[config.mk]
export PLATFORM = sky130hd
export DESIGN_NAME = echoing_line_editor_top
export DESIGN_NICKNAME = d
export VERILOG_FILES = /design/src/rtl/core/ele_pkg.sv /design/src/rtl/core/ele_ram.sv /design/src/rtl/core/ele_datapath.sv /design/src/rtl/core/ele_ctrl.sv /design/src/rtl/core/echoing_line_editor_top.sv
export VERILOG_INCLUDE_DIRS = /design/src /design/src/rtl/core
export SDC_FILE = /design/constraint.sdc
export NUM_CORES = 1
export LEC_CHECK = 0
export BUFFER_PORTS_ARGS = -buffer_cell sky130_fd_sc_hd__buf_2
export CELL_PAD_IN_SITES_DETAIL_PLACEMENT = 1
export CELL_PAD_IN_SITES_GLOBAL_PLACEMENT = 1
export CORE_ASPECT_RATIO = 2
export CORE_MARGIN = 3
export CORE_UTILIZATION = 34
export CTS_CLUSTER_SIZE = 10
export DETAILED_ROUTE_END_ITERATION = 16
export MAX_ROUTING_LAYER = met4
export PLACE_DENSITY_LB_ADDON = 0.1
export REMOVE_ABC_BUFFERS = 1
export SETUP_SLACK_MARGIN = 0.05
export SLEW_MARGIN = 20
export SYNTH_ARGS = -nofsm -noshare
export SYNTH_HDL_FRONTEND = slang
export SYNTH_SLANG_ARGS = --single-unit
[constraint.sdc]
create_clock -name clock -period 3 [get_ports clock]
set_input_delay 0 -clock clock [delete_from_list [all_inputs] [get_ports clock]]
set_output_delay 0 -clock clock [all_outputs]
set_load 0.005 [all_outputs]
[src/rtl/core/echoing_line_editor_top_macros.svh]
// Assertion macros shared by the line editor RTL.
// Included by the controller and datapath; depends on nothing else.
`ifndef ECHOING_LINE_EDITOR_TOP_MACROS_SVH
`define ECHOING_LINE_EDITOR_TOP_MACROS_SVH

// Same-cycle implication, checked outside reset
`define ELE_ASSERT_IMP(label, clk, rst, ante, cons, msg) \
   label: assert property (@(posedge clk) disable iff (rst) (ante) |-> (cons)) \
      else $error(msg);

// Next-cycle implication, checked outside reset
`define ELE_ASSERT_NXT(label, clk, rst, ante, cons, msg) \
   label: assert property (@(posedge clk) disable iff (rst) (ante) |=> (cons)) \
      else $error(msg);

`endif

[src/rtl/core/ele_pkg.sv]
// Shared types and constants of the echoing line editor.
// Used by the controller, the datapath and the top level; depends on nothing.
`default_nettype none

package ele_pkg;

   // Line store geometry
   localparam int LineDepth = 32;
   localparam int AddrW     = $clog2(LineDepth);
   localparam int CountW    = AddrW;
   localparam int CmpW      = 10;

   // Item field widths
   localparam int ByteW = 8;
   localparam int KindW = 2;
   localparam int LenW  = 5;

   // Register file
   localparam int CsrIdxW  = 2;
   localparam int CsrDataW = 6;
   localparam logic [CsrIdxW-1:0]  CsrEchoEnable = 2'd0;
   localparam logic [CsrIdxW-1:0]  CsrMaxLine    = 2'd1;
   localparam logic [CsrDataW-1:0] MaxLineReset  = 6'd32;

   // Character codes
   localparam logic [ByteW-1:0] CharBs  = 8'd8;
   localparam logic [ByteW-1:0] CharDel = 8'd127;
   localparam logic [ByteW-1:0] CharCr  = 8'd13;
   localparam logic [ByteW-1:0] CharLf  = 8'd10;
   localparam logic [ByteW-1:0] CharSp  = 8'd32;

   typedef enum logic [KindW-1:0] {
      KIND_ECHO = 2'd0,
      KIND_LINE = 2'd1,
      KIND_END  = 2'd2
   } kind_type;

   typedef enum logic [2:0] {
      SEL_ECHO,
      SEL_BS,
      SEL_SP,
      SEL_LF,
      SEL_LINE,
      SEL_END
   } out_sel_type;

   typedef enum logic [3:0] {
      S_IDLE,
      S_DECODE,
      S_ECHO,
      S_ERASE0,
      S_ERASE1,
      S_ERASE2,
      S_NEWLINE,
      S_FETCH,
      S_LINE,
      S_END
   } state_type;

   // Controller to datapath
   typedef struct packed {
      logic        load_char;
      logic        emit;
      out_sel_type sel;
      logic        last;
      logic        store;
      logic        count_dec;
      logic        count_clr;
      logic        idx_clr;
      logic        idx_inc;
   } cmd_type;

   // Datapath to controller
   typedef struct packed {
      logic echo;
      logic is_erase;
      logic is_bs;
      logic is_cr;
      logic is_lf;
      logic count_zero;
      logic idx_last;
      logic out_free;
   } sts_type;

endpackage

`default_nettype wire

[src/rtl/core/ele_ram.sv]
// Generic single-write, single-read RAM with registered read data.
// Stand-alone; holds the stored line bytes.
`default_nettype none

module ele_ram #(
   parameter int Width = 8,
   parameter int Depth = 32
) (
   input  wire logic                     clock,
   input  wire logic                     wr_en,
   input  wire logic [$clog2(Depth)-1:0] wr_addr,
   input  wire logic [Width-1:0]         wr_data,
   input  wire logic [$clog2(Depth)-1:0] rd_addr,
   output logic      [Width-1:0]         rd_data
);

   logic [Width-1:0] mem_ff [Depth];
   logic [Width-1:0] rd_data_ff;

   // Write port and registered read port
   always_ff @(posedge clock) begin
      if (wr_en) begin
         mem_ff[wr_addr] <= wr_data;
      end
      rd_data_ff <= mem_ff[rd_addr];
   end

   assign rd_data = rd_data_ff;

endmodule

`default_nettype wire

[src/rtl/core/ele_datapath.sv]
// Datapath of the line editor: config registers, received byte, count, index,
// line store and the result register. Depends on ele_pkg, ele_ram and the macros.
`default_nettype none
`include "echoing_line_editor_top_macros.svh"

module ele_datapath (
   input  wire logic                          clock,
   input  wire logic                          reset,
   input  wire logic [ele_pkg::ByteW-1:0]     req_rx_byte,
   input  wire logic                          csr_valid,
   input  wire logic                          csr_ready,
   input  wire logic [ele_pkg::CsrIdxW-1:0]   csr_index,
   input  wire logic [ele_pkg::CsrDataW-1:0]  csr_data,
   input  wire ele_pkg::cmd_type              cmd,
   output ele_pkg::sts_type                   sts,
   output logic                               rsp_valid,
   input  wire logic                          rsp_stall,
   output logic [ele_pkg::KindW-1:0]          rsp_kind,
   output logic [ele_pkg::ByteW-1:0]          rsp_data,
   output logic [ele_pkg::LenW-1:0]           rsp_line_length,
   output logic                               rsp_last
);
   import ele_pkg::*;

   logic                echo_ff, echo_in;
   logic [CsrDataW-1:0] max_line_ff, max_line_in;
   logic [ByteW-1:0]    char_ff;
   logic [CountW-1:0]   count_ff, count_in;
   logic [AddrW-1:0]    idx_ff, idx_in;
   logic                rsp_valid_ff, rsp_valid_in;
   kind_type            kind_ff, kind_in;
   logic [ByteW-1:0]    data_ff, data_in;
   logic [LenW-1:0]     len_ff, len_in;
   logic                last_ff;
   logic [CmpW-1:0]     cap;
   logic                can_store;
   logic                ram_we;
   logic [ByteW-1:0]    ram_rdata;
   logic                out_free;
   logic                emit_take;

   // Register writes
   always_comb begin
      echo_in     = echo_ff;
      max_line_in = max_line_ff;
      if (csr_valid && csr_ready) begin
         case (csr_index)
            CsrEchoEnable: echo_in = csr_data[0];
            CsrMaxLine:    max_line_in = csr_data;
            default:       ;
         endcase
      end
   end

   always_ff @(posedge clock) begin
      if (reset) begin
         echo_ff     <= 1'b1;
         max_line_ff <= MaxLineReset;
      end else begin
         echo_ff     <= echo_in;
         max_line_ff <= max_line_in;
      end
   end

   // Hold the received byte
   always_ff @(posedge clock) begin
      if (cmd.load_char) begin
         char_ff <= req_rx_byte;
      end
   end

   // Capacity clamps to the store depth; a store is taken only while count plus one is below it
   assign cap = (CmpW'(max_line_ff) > CmpW'(LineDepth)) ? CmpW'(LineDepth)
                                                        : CmpW'(max_line_ff);
   assign can_store = (CmpW'(count_ff) + CmpW'(1)) < cap;
   assign ram_we    = cmd.store & can_store;

   // Advance count and read index
   always_comb begin
      count_in = count_ff;
      if (cmd.count_clr) begin
         count_in = '0;
      end else if (ram_we) begin
         count_in = count_ff + 1'b1;
      end else if (cmd.count_dec && (count_ff != '0)) begin
         count_in = count_ff - 1'b1;
      end
      idx_in = idx_ff;
      if (cmd.idx_clr) begin
         idx_in = '0;
      end else if (cmd.idx_inc) begin
         idx_in = idx_ff + 1'b1;
      end
   end

   always_ff @(posedge clock) begin
      if (reset) begin
         count_ff <= '0;
         idx_ff   <= '0;
      end else begin
         count_ff <= count_in;
         idx_ff   <= idx_in;
      end
   end

   ele_ram #(
      .Width (ByteW),
      .Depth (LineDepth)
   ) u_line_ram (
      .clock   (clock),
      .wr_en   (ram_we),
      .wr_addr (count_ff),
      .wr_data (char_ff),
      .rd_addr (idx_ff),
      .rd_data (ram_rdata)
   );

   // Result register: loads when empty or being drained
   assign out_free  = !rsp_valid_ff || !rsp_stall;
   assign emit_take = cmd.emit & out_free;

   always_comb begin
      kind_in = KIND_ECHO;
      data_in = '0;
      len_in  = '0;
      case (cmd.sel)
         SEL_ECHO: data_in = char_ff;
         SEL_BS:   data_in = CharBs;
         SEL_SP:   data_in = CharSp;
         SEL_LF:   data_in = CharLf;
         SEL_LINE: begin
            kind_in = KIND_LINE;
            data_in = ram_rdata;
         end
         SEL_END: begin
            kind_in = KIND_END;
            len_in  = LenW'(count_ff);
         end
         default: data_in = '0;
      endcase
      rsp_valid_in = rsp_valid_ff;
      if (emit_take) begin
         rsp_valid_in = 1'b1;
      end else if (!rsp_stall) begin
         rsp_valid_in = 1'b0;
      end
   end

   always_ff @(posedge clock) begin
      if (reset) begin
         rsp_valid_ff <= 1'b0;
      end else begin
         rsp_valid_ff <= rsp_valid_in;
      end
   end

   always_ff @(posedge clock) begin
      if (emit_take) begin
         kind_ff <= kind_in;
         data_ff <= data_in;
         len_ff  <= len_in;
         last_ff <= cmd.last;
      end
   end

   assign rsp_valid       = rsp_valid_ff;
   assign rsp_kind        = kind_ff;
   assign rsp_data        = data_ff;
   assign rsp_line_length = len_ff;
   assign rsp_last        = last_ff;

   // Status back to the controller
   always_comb begin
      sts.echo       = echo_ff;
      sts.is_erase   = (char_ff == CharBs) || (char_ff == CharDel);
      sts.is_bs      = (char_ff == CharBs);
      sts.is_cr      = (char_ff == CharCr);
      sts.is_lf      = (char_ff == CharLf);
      sts.count_zero = (count_ff == '0);
      sts.idx_last   = ({1'b0, idx_ff} + 1'b1) == {1'b0, count_ff};
      sts.out_free   = out_free;
   end

   `ELE_ASSERT_NXT(a_end_clears_line, clock, reset, emit_take && (cmd.sel == SEL_END), count_ff == '0, "line end did not clear the count")
   `ELE_ASSERT_IMP(a_line_read_in_range, clock, reset, emit_take && (cmd.sel == SEL_LINE), idx_ff < count_ff, "line byte read beyond the count")
   `ELE_ASSERT_NXT(a_store_counts_up, clock, reset, ram_we && !cmd.count_clr, count_ff == ($past(count_ff) + 1'b1), "store did not advance the count")

endmodule

`default_nettype wire

[src/rtl/core/ele_ctrl.sv]
// Controller of the line editor: sequences echo, erase and line drain items.
// Depends on ele_pkg and the assertion macros.
`default_nettype none
`include "echoing_line_editor_top_macros.svh"

module ele_ctrl (
   input  wire logic             clock,
   input  wire logic             reset,
   input  wire logic             req_valid,
   output logic                  req_stall,
   input  wire ele_pkg::sts_type sts,
   output ele_pkg::cmd_type      cmd
);
   import ele_pkg::*;

   state_type state_ff, state_in;

   always_ff @(posedge clock) begin
      if (reset) begin
         state_ff <= S_IDLE;
      end else begin
         state_ff <= state_in;
      end
   end

   // Next state and commands
   always_comb begin
      state_in  = state_ff;
      cmd       = '0;
      req_stall = 1'b1;
      case (state_ff)
         S_IDLE: begin
            req_stall = 1'b0;
            if (req_valid) begin
               cmd.load_char = 1'b1;
               state_in      = S_DECODE;
            end
         end
         S_DECODE: begin
            if (sts.echo) begin
               if (sts.is_erase) begin
                  state_in = sts.count_zero ? S_IDLE : S_ERASE0;
               end else begin
                  state_in = S_ECHO;
               end
            end else if (sts.is_bs) begin
               cmd.count_dec = 1'b1;
               state_in      = S_IDLE;
            end else if (sts.is_cr) begin
               state_in = S_NEWLINE;
            end else if (sts.is_lf) begin
               state_in = S_IDLE;
            end else begin
               cmd.store = 1'b1;
               state_in  = S_IDLE;
            end
         end
         S_ECHO: begin
            cmd.emit = 1'b1;
            cmd.sel  = SEL_ECHO;
            cmd.last = !sts.is_cr;
            if (sts.out_free) begin
               if (sts.is_cr) begin
                  state_in = S_NEWLINE;
               end else begin
                  cmd.store = !sts.is_lf;
                  state_in  = S_IDLE;
               end
            end
         end
         S_ERASE0: begin
            cmd.emit = 1'b1;
            cmd.sel  = SEL_BS;
            if (sts.out_free) begin
               state_in = S_ERASE1;
            end
         end
         S_ERASE1: begin
            cmd.emit = 1'b1;
            cmd.sel  = SEL_SP;
            if (sts.out_free) begin
               state_in = S_ERASE2;
            end
         end
         S_ERASE2: begin
            cmd.emit = 1'b1;
            cmd.sel  = SEL_BS;
            cmd.last = 1'b1;
            if (sts.out_free) begin
               cmd.count_dec = 1'b1;
               state_in      = S_IDLE;
            end
         end
         S_NEWLINE: begin
            cmd.emit = 1'b1;
            cmd.sel  = SEL_LF;
            if (sts.out_free) begin
               cmd.idx_clr = 1'b1;
               state_in    = sts.count_zero ? S_END : S_FETCH;
            end
         end
         // Wait while the store's registered read port presents the byte at the index
         S_FETCH: begin
            state_in = S_LINE;
         end
         S_LINE: begin
            cmd.emit = 1'b1;
            cmd.sel  = SEL_LINE;
            if (sts.out_free) begin
               cmd.idx_inc = 1'b1;
               state_in    = sts.idx_last ? S_END : S_FETCH;
            end
         end
         S_END: begin
            cmd.emit = 1'b1;
            cmd.sel  = SEL_END;
            cmd.last = 1'b1;
            if (sts.out_free) begin
               cmd.count_clr = 1'b1;
               state_in      = S_IDLE;
            end
         end
         default: state_in = S_IDLE;
      endcase
   end

   `ELE_ASSERT_NXT(a_accept_decodes, clock, reset, req_valid && !req_stall, state_ff == S_DECODE, "accepted item not decoded")
   `ELE_ASSERT_IMP(a_erase_needs_text, clock, reset, (state_ff == S_DECODE) && (state_in == S_ERASE0), !sts.count_zero, "erase echo on an empty line")
   `ELE_ASSERT_NXT(a_last_ends_item, clock, reset, cmd.emit && cmd.last && sts.out_free, state_ff == S_IDLE, "work continued after the final item")

endmodule

`default_nettype wire

[src/rtl/core/echoing_line_editor_top.sv]
// Flow: an accepted item is decoded, then its first result is registered from
// the echo, erase or newline state; an item with no result frees the block
// after decode, one item at a time. Erase: 3 results. A carriage return drains
// LF, each stored byte (read via fetch, then line state), then the end marker.
// Reset (synchronous, active high) clears state, count, results, echo on,
// capacity 32; the line store is not cleared and needs no clearing pass.
`default_nettype none

module echoing_line_editor_top (
   input  wire logic                          clock,
   input  wire logic                          reset,
   input  wire logic                          req_valid,
   output logic                               req_stall,
   input  wire logic [ele_pkg::ByteW-1:0]     req_rx_byte,
   output logic                               rsp_valid,
   input  wire logic                          rsp_stall,
   output logic [ele_pkg::KindW-1:0]          rsp_kind,
   output logic [ele_pkg::ByteW-1:0]          rsp_data,
   output logic [ele_pkg::LenW-1:0]           rsp_line_length,
   output logic                               rsp_last,
   input  wire logic                          csr_valid,
   output logic                               csr_ready,
   input  wire logic [ele_pkg::CsrIdxW-1:0]   csr_index,
   input  wire logic [ele_pkg::CsrDataW-1:0]  csr_data
);
   import ele_pkg::*;

   cmd_type cmd;
   sts_type sts;

   // Registers take a write in any cycle
   assign csr_ready = 1'b1;

   ele_ctrl u_ctrl (
      .clock     (clock),
      .reset     (reset),
      .req_valid (req_valid),
      .req_stall (req_stall),
      .sts       (sts),
      .cmd       (cmd)
   );

   ele_datapath u_datapath (
      .clock           (clock),
      .reset           (reset),
      .req_rx_byte     (req_rx_byte),
      .csr_valid       (csr_valid),
      .csr_ready       (csr_ready),
      .csr_index       (csr_index),
      .csr_data        (csr_data),
      .cmd             (cmd),
      .sts             (sts),
      .rsp_valid       (rsp_valid),
      .rsp_stall       (rsp_stall),
      .rsp_kind        (rsp_kind),
      .rsp_data        (rsp_data),
      .rsp_line_length (rsp_line_length),
      .rsp_last        (rsp_last)
   );

endmodule

`default_nettype wire
**Yosys cells after proc, flatten, opt, wreduce, memory -nomap -nowiden**

Memories as Yosys holds them, arrays and structs flattened. A register that Yosys moved wholly into a read port is not among the register bits.
Index checks and enable logic that the tools add are counted.

- Reductions and logical operators: 20
- Eq/ne operators: 28
- $add $sub $neg: 5
- Mux-type cells: 42
- Magnitude comparators: 2
- Bitwise gates (word level): 2

Operators by type and width:

| operator | number |
|---|---|
| 4-bit 2-to-1 mux | 12 |
| 8-bit case mux with 5 select lines | 1 |
| 4-bit case mux with 9 select lines | 1 |
| 8-bit by 4-bit equality test with 1-bit output, second input constant | 3 |
| 4-bit case mux with 6 select lines | 1 |
| 1-bit 2-to-1 mux | 17 |
| 4-bit by 3-bit equality test with 1-bit output, second input constant | 4 |
| 2-bit by 1-bit != test with 1-bit output, second input constant | 7 |
| 5-bit by 1-bit adder with 6-bit output, second input constant | 2 |
| 5-bit by 1-bit adder with 5-bit output, second input constant | 2 |
| 10-bit less-than comparator | 1 |
| 5-bit 2-to-1 mux | 2 |
| 4-bit by 2-bit equality test with 1-bit output, second input constant | 2 |
| 4-bit equality test, second input constant | 2 |
| 8-bit by 7-bit equality test with 1-bit output, second input constant | 1 |
| 2-bit OR reduction | 4 |
| 7-bit AND reduction | 1 |
| 3-bit by 2-bit equality test with 1-bit output, second input constant | 2 |
| 3-bit equality test, second input constant | 2 |
| 6-bit by 5-bit equality test with 1-bit output | 1 |
| 6-bit greater-than comparator, second input constant | 1 |
| 6-bit 2-to-1 mux | 1 |
| 1-bit case mux with 2 select lines | 3 |
| 5-bit zero test | 1 |
| 18 further kinds | 25 |

- Input port bits: 21
- Register bits: 46
- Output and inout port bits: 19
- Memories: 1
- Bits in writable memories: 256

Memories:

| memory | words | width | rd ports | clocked after Yosys merged registers in | wr ports | line | RTL |
|---|---|---|---|---|---|---|---|
| u_datapath.u_line_ram.mem_ff | 32 | 8 | 1 | 1 | 1 | ele_ram.sv:17 | `logic [Width-1:0] mem_ff [Depth];` |

**Depth between registers and ports, before layout**

- Depth after elaboration: 9
- Depth in mapped cells: 14
- Gate-level depth less buffers: 14

**By module**

Synthesis repeated with hierarchy kept, for this count alone.

- Cell total of the unflattened synthesis: 710
- Area total of the unflattened synthesis: 12922.4 µm²

Modules (own cells, without submodules):

| module | times used | cells each | area each (µm²) | sequential area each (µm²) |
|---|---|---|---|---|
| ele_ram | 1 | 417 | 10053.4 | 7847.5 |
| ele_datapath | 1 | 214 | 2292.2 | 1081.0 |
| ele_ctrl | 1 | 77 | 565.5 | 80.1 |
| echoing_line_editor_top | 1 | 2 | 11.3 | 0.0 |

**Worst setup path before layout**

Ideal clock, no wire load.

- Path type: register to register
- From: reg u_datapath.count_ff[2]
- To: reg u_datapath.count_ff[4]
- Cell stages (with the launch flop): 15
- Period minus slack after synthesis: 3.149 ns
- Buffers on the path: 1
- Setup slack: -0.149 ns
- Data arrival time: 3.087 ns
- Data required time: 2.938 ns
- Path through: dfxtp_1 > clkbuf_1 > nand3_1 > nor3_1 > ha_1 > a21oi_1 > o21a_1 > o221a_2 > nand2_1 > fa_1 > a21o_1 > a21oi_1 > nand3_1 > mux2_2 > nand3_1

- Longest elaborated chain between the ends: 4

Ends and longest elaborated chain:

| what | line | RTL |
|---|---|---|
| start: declaration | ele_datapath.sv:28 | `logic [CountW-1:0] count_ff, count_in;` |
| start signal: assignment | ele_datapath.sv:101 | `count_ff <= count_in;` |
| 5-bit by 1-bit adder with 6-bit output | ele_datapath.sv:75 | `assign can_store = (CmpW'(count_ff) + CmpW'(1)) < cap;` |
| 10-bit less-than comparator | ele_datapath.sv:75 |  |
| 1-bit AND | ele_datapath.sv:76 | `assign ram_we = cmd.store & can_store;` |
| 5-bit 2-to-1 mux or 2-bit nonzero test (tied branches) | n/a |  |

Several ways; a longest one is shown, not always the timed one. The select of a mux whose other input is x is not followed.
A chain may end at the register's enable or synchronous reset.

**Worst setup path after layout**

- From: reg u_datapath.count_ff[1]
- To: reg u_datapath.count_ff[4]

Same word-level chain as after synthesis.

==> metrics.csv <==
metric;value;unit
comb_power_share;0.053;
drive_above_1_share;0.297;
route.detailed.drc;0;
rsz0062_at_grt;false;
seqPwrFrac;0.521;
io_pins;40;
insertion_delay;0.53;ns
grt_pass1_vias;7884;
gp_congestion;0.832;
ys_ff_latch;310;
yosys-top-cells-count;edfxtp_1, mux4_2, nor2_1, nand2_1, dfxtp_1;
grt_busiest_layer;met2;
cp.required;3.46;ns
p_int;7.22;mW
slowest_delay;0.38;ns
period_share;0.943;
die_w;143;um
clockPowerShare;0.426;
slew_headroom;0.413;
crit_chain;ha_4 -> nand3_1 -> xnor2_1 -> ha_1 -> nand2_1 -> o21a_1 -> o221a_4 -> nand2_4 -> fa_2 -> a21o_1 -> a21oi_2 -> nand3_1 -> mux2_2 -> nand3_1;
wl_per_cell;26.8;um
synth.most_common_cell;edfxtp_1;
postSynthAreaPerCell;18.1;sq um
synthTopCellsByArea;edfxtp_1, mux4_2, dfxtp_1;
path_class;register to register;
cp_slowest_cell;dfxtp_2;
met3_usage;0.0196;
fin_util;0.411;
async_flop_share;0;
finalSetupViolCount;0;
h-tree-depth;2;
grt_usage;0.184;
antenna_cells;0;
yosysSeqAreaShare;0.702;
ir_worst_vdd;0.000310;V
cts-root-buf;clkbuf_16;
synth_flop_cell;edfxtp_1;
slew_violations;0;
grt_antenna_before_repair;0;
cts_buffers;37;
synth_top_area_frac;0.655;
worstSetupStartpointType;register;
arrival;3.29;ns
syn-instance-count;709;
max-clock-path-buffers;3;
die_y;281;um
hp-class;input pin to register;
synth_edf_count;280;
leakage;5.13;nW
grt_pass1_wl;52200;um
clk_pin_slew_worst_paths;0.06;ns
clock_sinks;310;
critPathMaxFanout;4;
io_buffers;38;
detail-route-antenna-nets;0;
cts_tree;done;
hold-worst-slack;0.0734;ns
critPathCaptureType;register;
use_met2;0.356;
initial_core_util;0.344;
max_freq;354;MHz
grt_max_degree;36;
min_period;2.83;ns
swShare;0.217;
overflow;0;
p_switching;2.00;mW
firstDrtPassIters;4;
yosysTopAreaCell;edfxtp_1;
use_met1;0.185;
dp_hpwl;24600;um
status;completed;
yosysWarnings;0;
wirelength;35500;um
area_delta_synth_final;19.5;%
hold_violations;0;
synth_area;12800;sq um
maxCapViolations;0;
avgViaCountPerCell;5.34;
die_area;40300;sq um
core-area;37300;sq um
worstMarginPinSlew;0.879;ns
row_count;100;
drt_iter0_markers;325;
skew;0.0173;ns
via_count;7071;
fin_nets;888;
ys_types;62;
power_density;601;nW/um^2
crit_top_cell;nand3_1;
## worst paths after layout
check | end | slack, ns | cells after the start | from
setup reg to reg | u_datapath.count_ff[4]$_SDFFE_PP0P_ | 0.17 | 14 | u_datapath.count_ff[1]$_SDFFE_PP0P_
hold reg to reg | u_datapath.max_line_ff[0]$_SDFFE_PP0P_ | 0.53 | 2 | u_datapath.max_line_ff[0]$_SDFFE_PP0P_
setup / recovery | u_datapath.count_ff[4]$_SDFFE_PP0P_ | 0.17 | 14 | u_datapath.count_ff[1]$_SDFFE_PP0P_
hold / removal | u_datapath.char_ff[3]$_DFFE_PP_ | 0.07 | 2 | req_valid
## critical path, delay by kind of cell (launching register included)
family,cells,cell delay (ns)
xor+xnor,1,0.15
simple gates,5,0.44
flops,1,0.38
compound gates,4,0.69
fa+ha+maj,3,0.85
mux,1,0.27
## metal layers
metal / vias to the layer above / share of wire
met5: - / 0
met4: 0 / 0.039
met3: 69 / 0.024
met2: 131 / 0.59
met1: 3747 / 0.35
li1: 3124 / -
## cells in the final DEF (no fill, tap or decap), drive strengths merged, types with 2 or more instances in the layout
cell and n:
nand2b 2, nor3 2, a22oi 2, dfxtp 30
a31oi 2, ha 13, xor2 7, a21oi 17
buf 126, a32o 2, nand3 18, a32oi 2
mux4 80, and2 6, nor4b 3, edfxtp 280
a22o 5, nor2 55, nor2b 8, a21o 4
nand2 37, dlygate4sd3 18, clkbuf 49, nand3b 8
a211oi 2, nand4 3, o21ai 11, xnor2 7
mux2 9, nor4 2, mux2i 10, and3 2
or3 6, nor3b 4, inv 12
## sequential cells by signal, summed over array words and instances, names as in the netlist
signal	cells
u_datapath.echo_ff	1
u_datapath.u_line_ram.rd_data	8
u_datapath.u_line_ram.mem_ff	256
u_datapath.idx_ff	5
u_datapath.rsp_line_length	5
u_datapath.count_ff	5
u_datapath.rsp_data	8
u_datapath.rsp_valid	1
u_datapath.max_line_ff	6
u_datapath.rsp_kind	2
u_datapath.char_ff	8
u_datapath.rsp_last	1
u_ctrl.state_ff	4
## area by class of cell
type / count / area, sq um
fillers: 3655 / 21900
multi-input cells: 351 / 3640
flip-flops and latches: 310 / 9020
inverters: 9 / 33.8
clock buffers: 49 / 981
clock inverters: 3 / 26.3
repair buffers: 144 / 1070
well taps: 459 / 574
## metrics by stage
| stage | cell area, sq um | worst slack [ns] | std cells | TNS, ns | total power [mW] |
|---|---|---|---|---|---|
| CTS | 15300 | 0.0873 | 1323 | 0 | 9.36 |
| detailed placement | 14100 | -0.175 | 1252 | -0.175 | 5.36 |
| global route | 15300 | 0.0407 | 1325 | 0 | 9.54 |
| floorplan | 12600 | -1.19 | 670 | -15.00 | 5.11 |
| global placement | 14100 | 0.0170 | 1252 | 0 | 5.34 |
| finish | 15300 | 0.172 | 1325 | 0 | 9.23 |
## cells by family after synthesis
family	share of synthesized area
AO/OA/AOI/OAI	0.0338
XOR/XNOR	0.00955
adder cells (fa/ha/maj)	0.0142
buffers and inverters	0.0188
flip-flops	0.702
multiplexers	0.160
other	0.000292
AND/OR/NAND/NOR	0.0608
## power by group through the flow
stage,logic [mW],clock network (mW),registers [mW]
floorplan,0.167,0,4.95
global placement,0.441,0,4.89
detailed placement,0.460,0,4.90
CTS,0.489,4.06,4.81
global route,0.531,4.20,4.81
finish,0.489,3.93,4.81
## what timing repair did
| item | CTS | global route |
|---|---|---|
| endpoints found under the setup margin | 1 | 1 |
| hold buffers | 18 | 0 |
| pin swaps | 1 | 3 |
| setup buffers | 1 | 2 |
| gates resized for setup | 6 | 8 |
| endpoints found under the hold margin | 18 | 0 |
No activity file was read; power rests on OpenSTA's default activity.
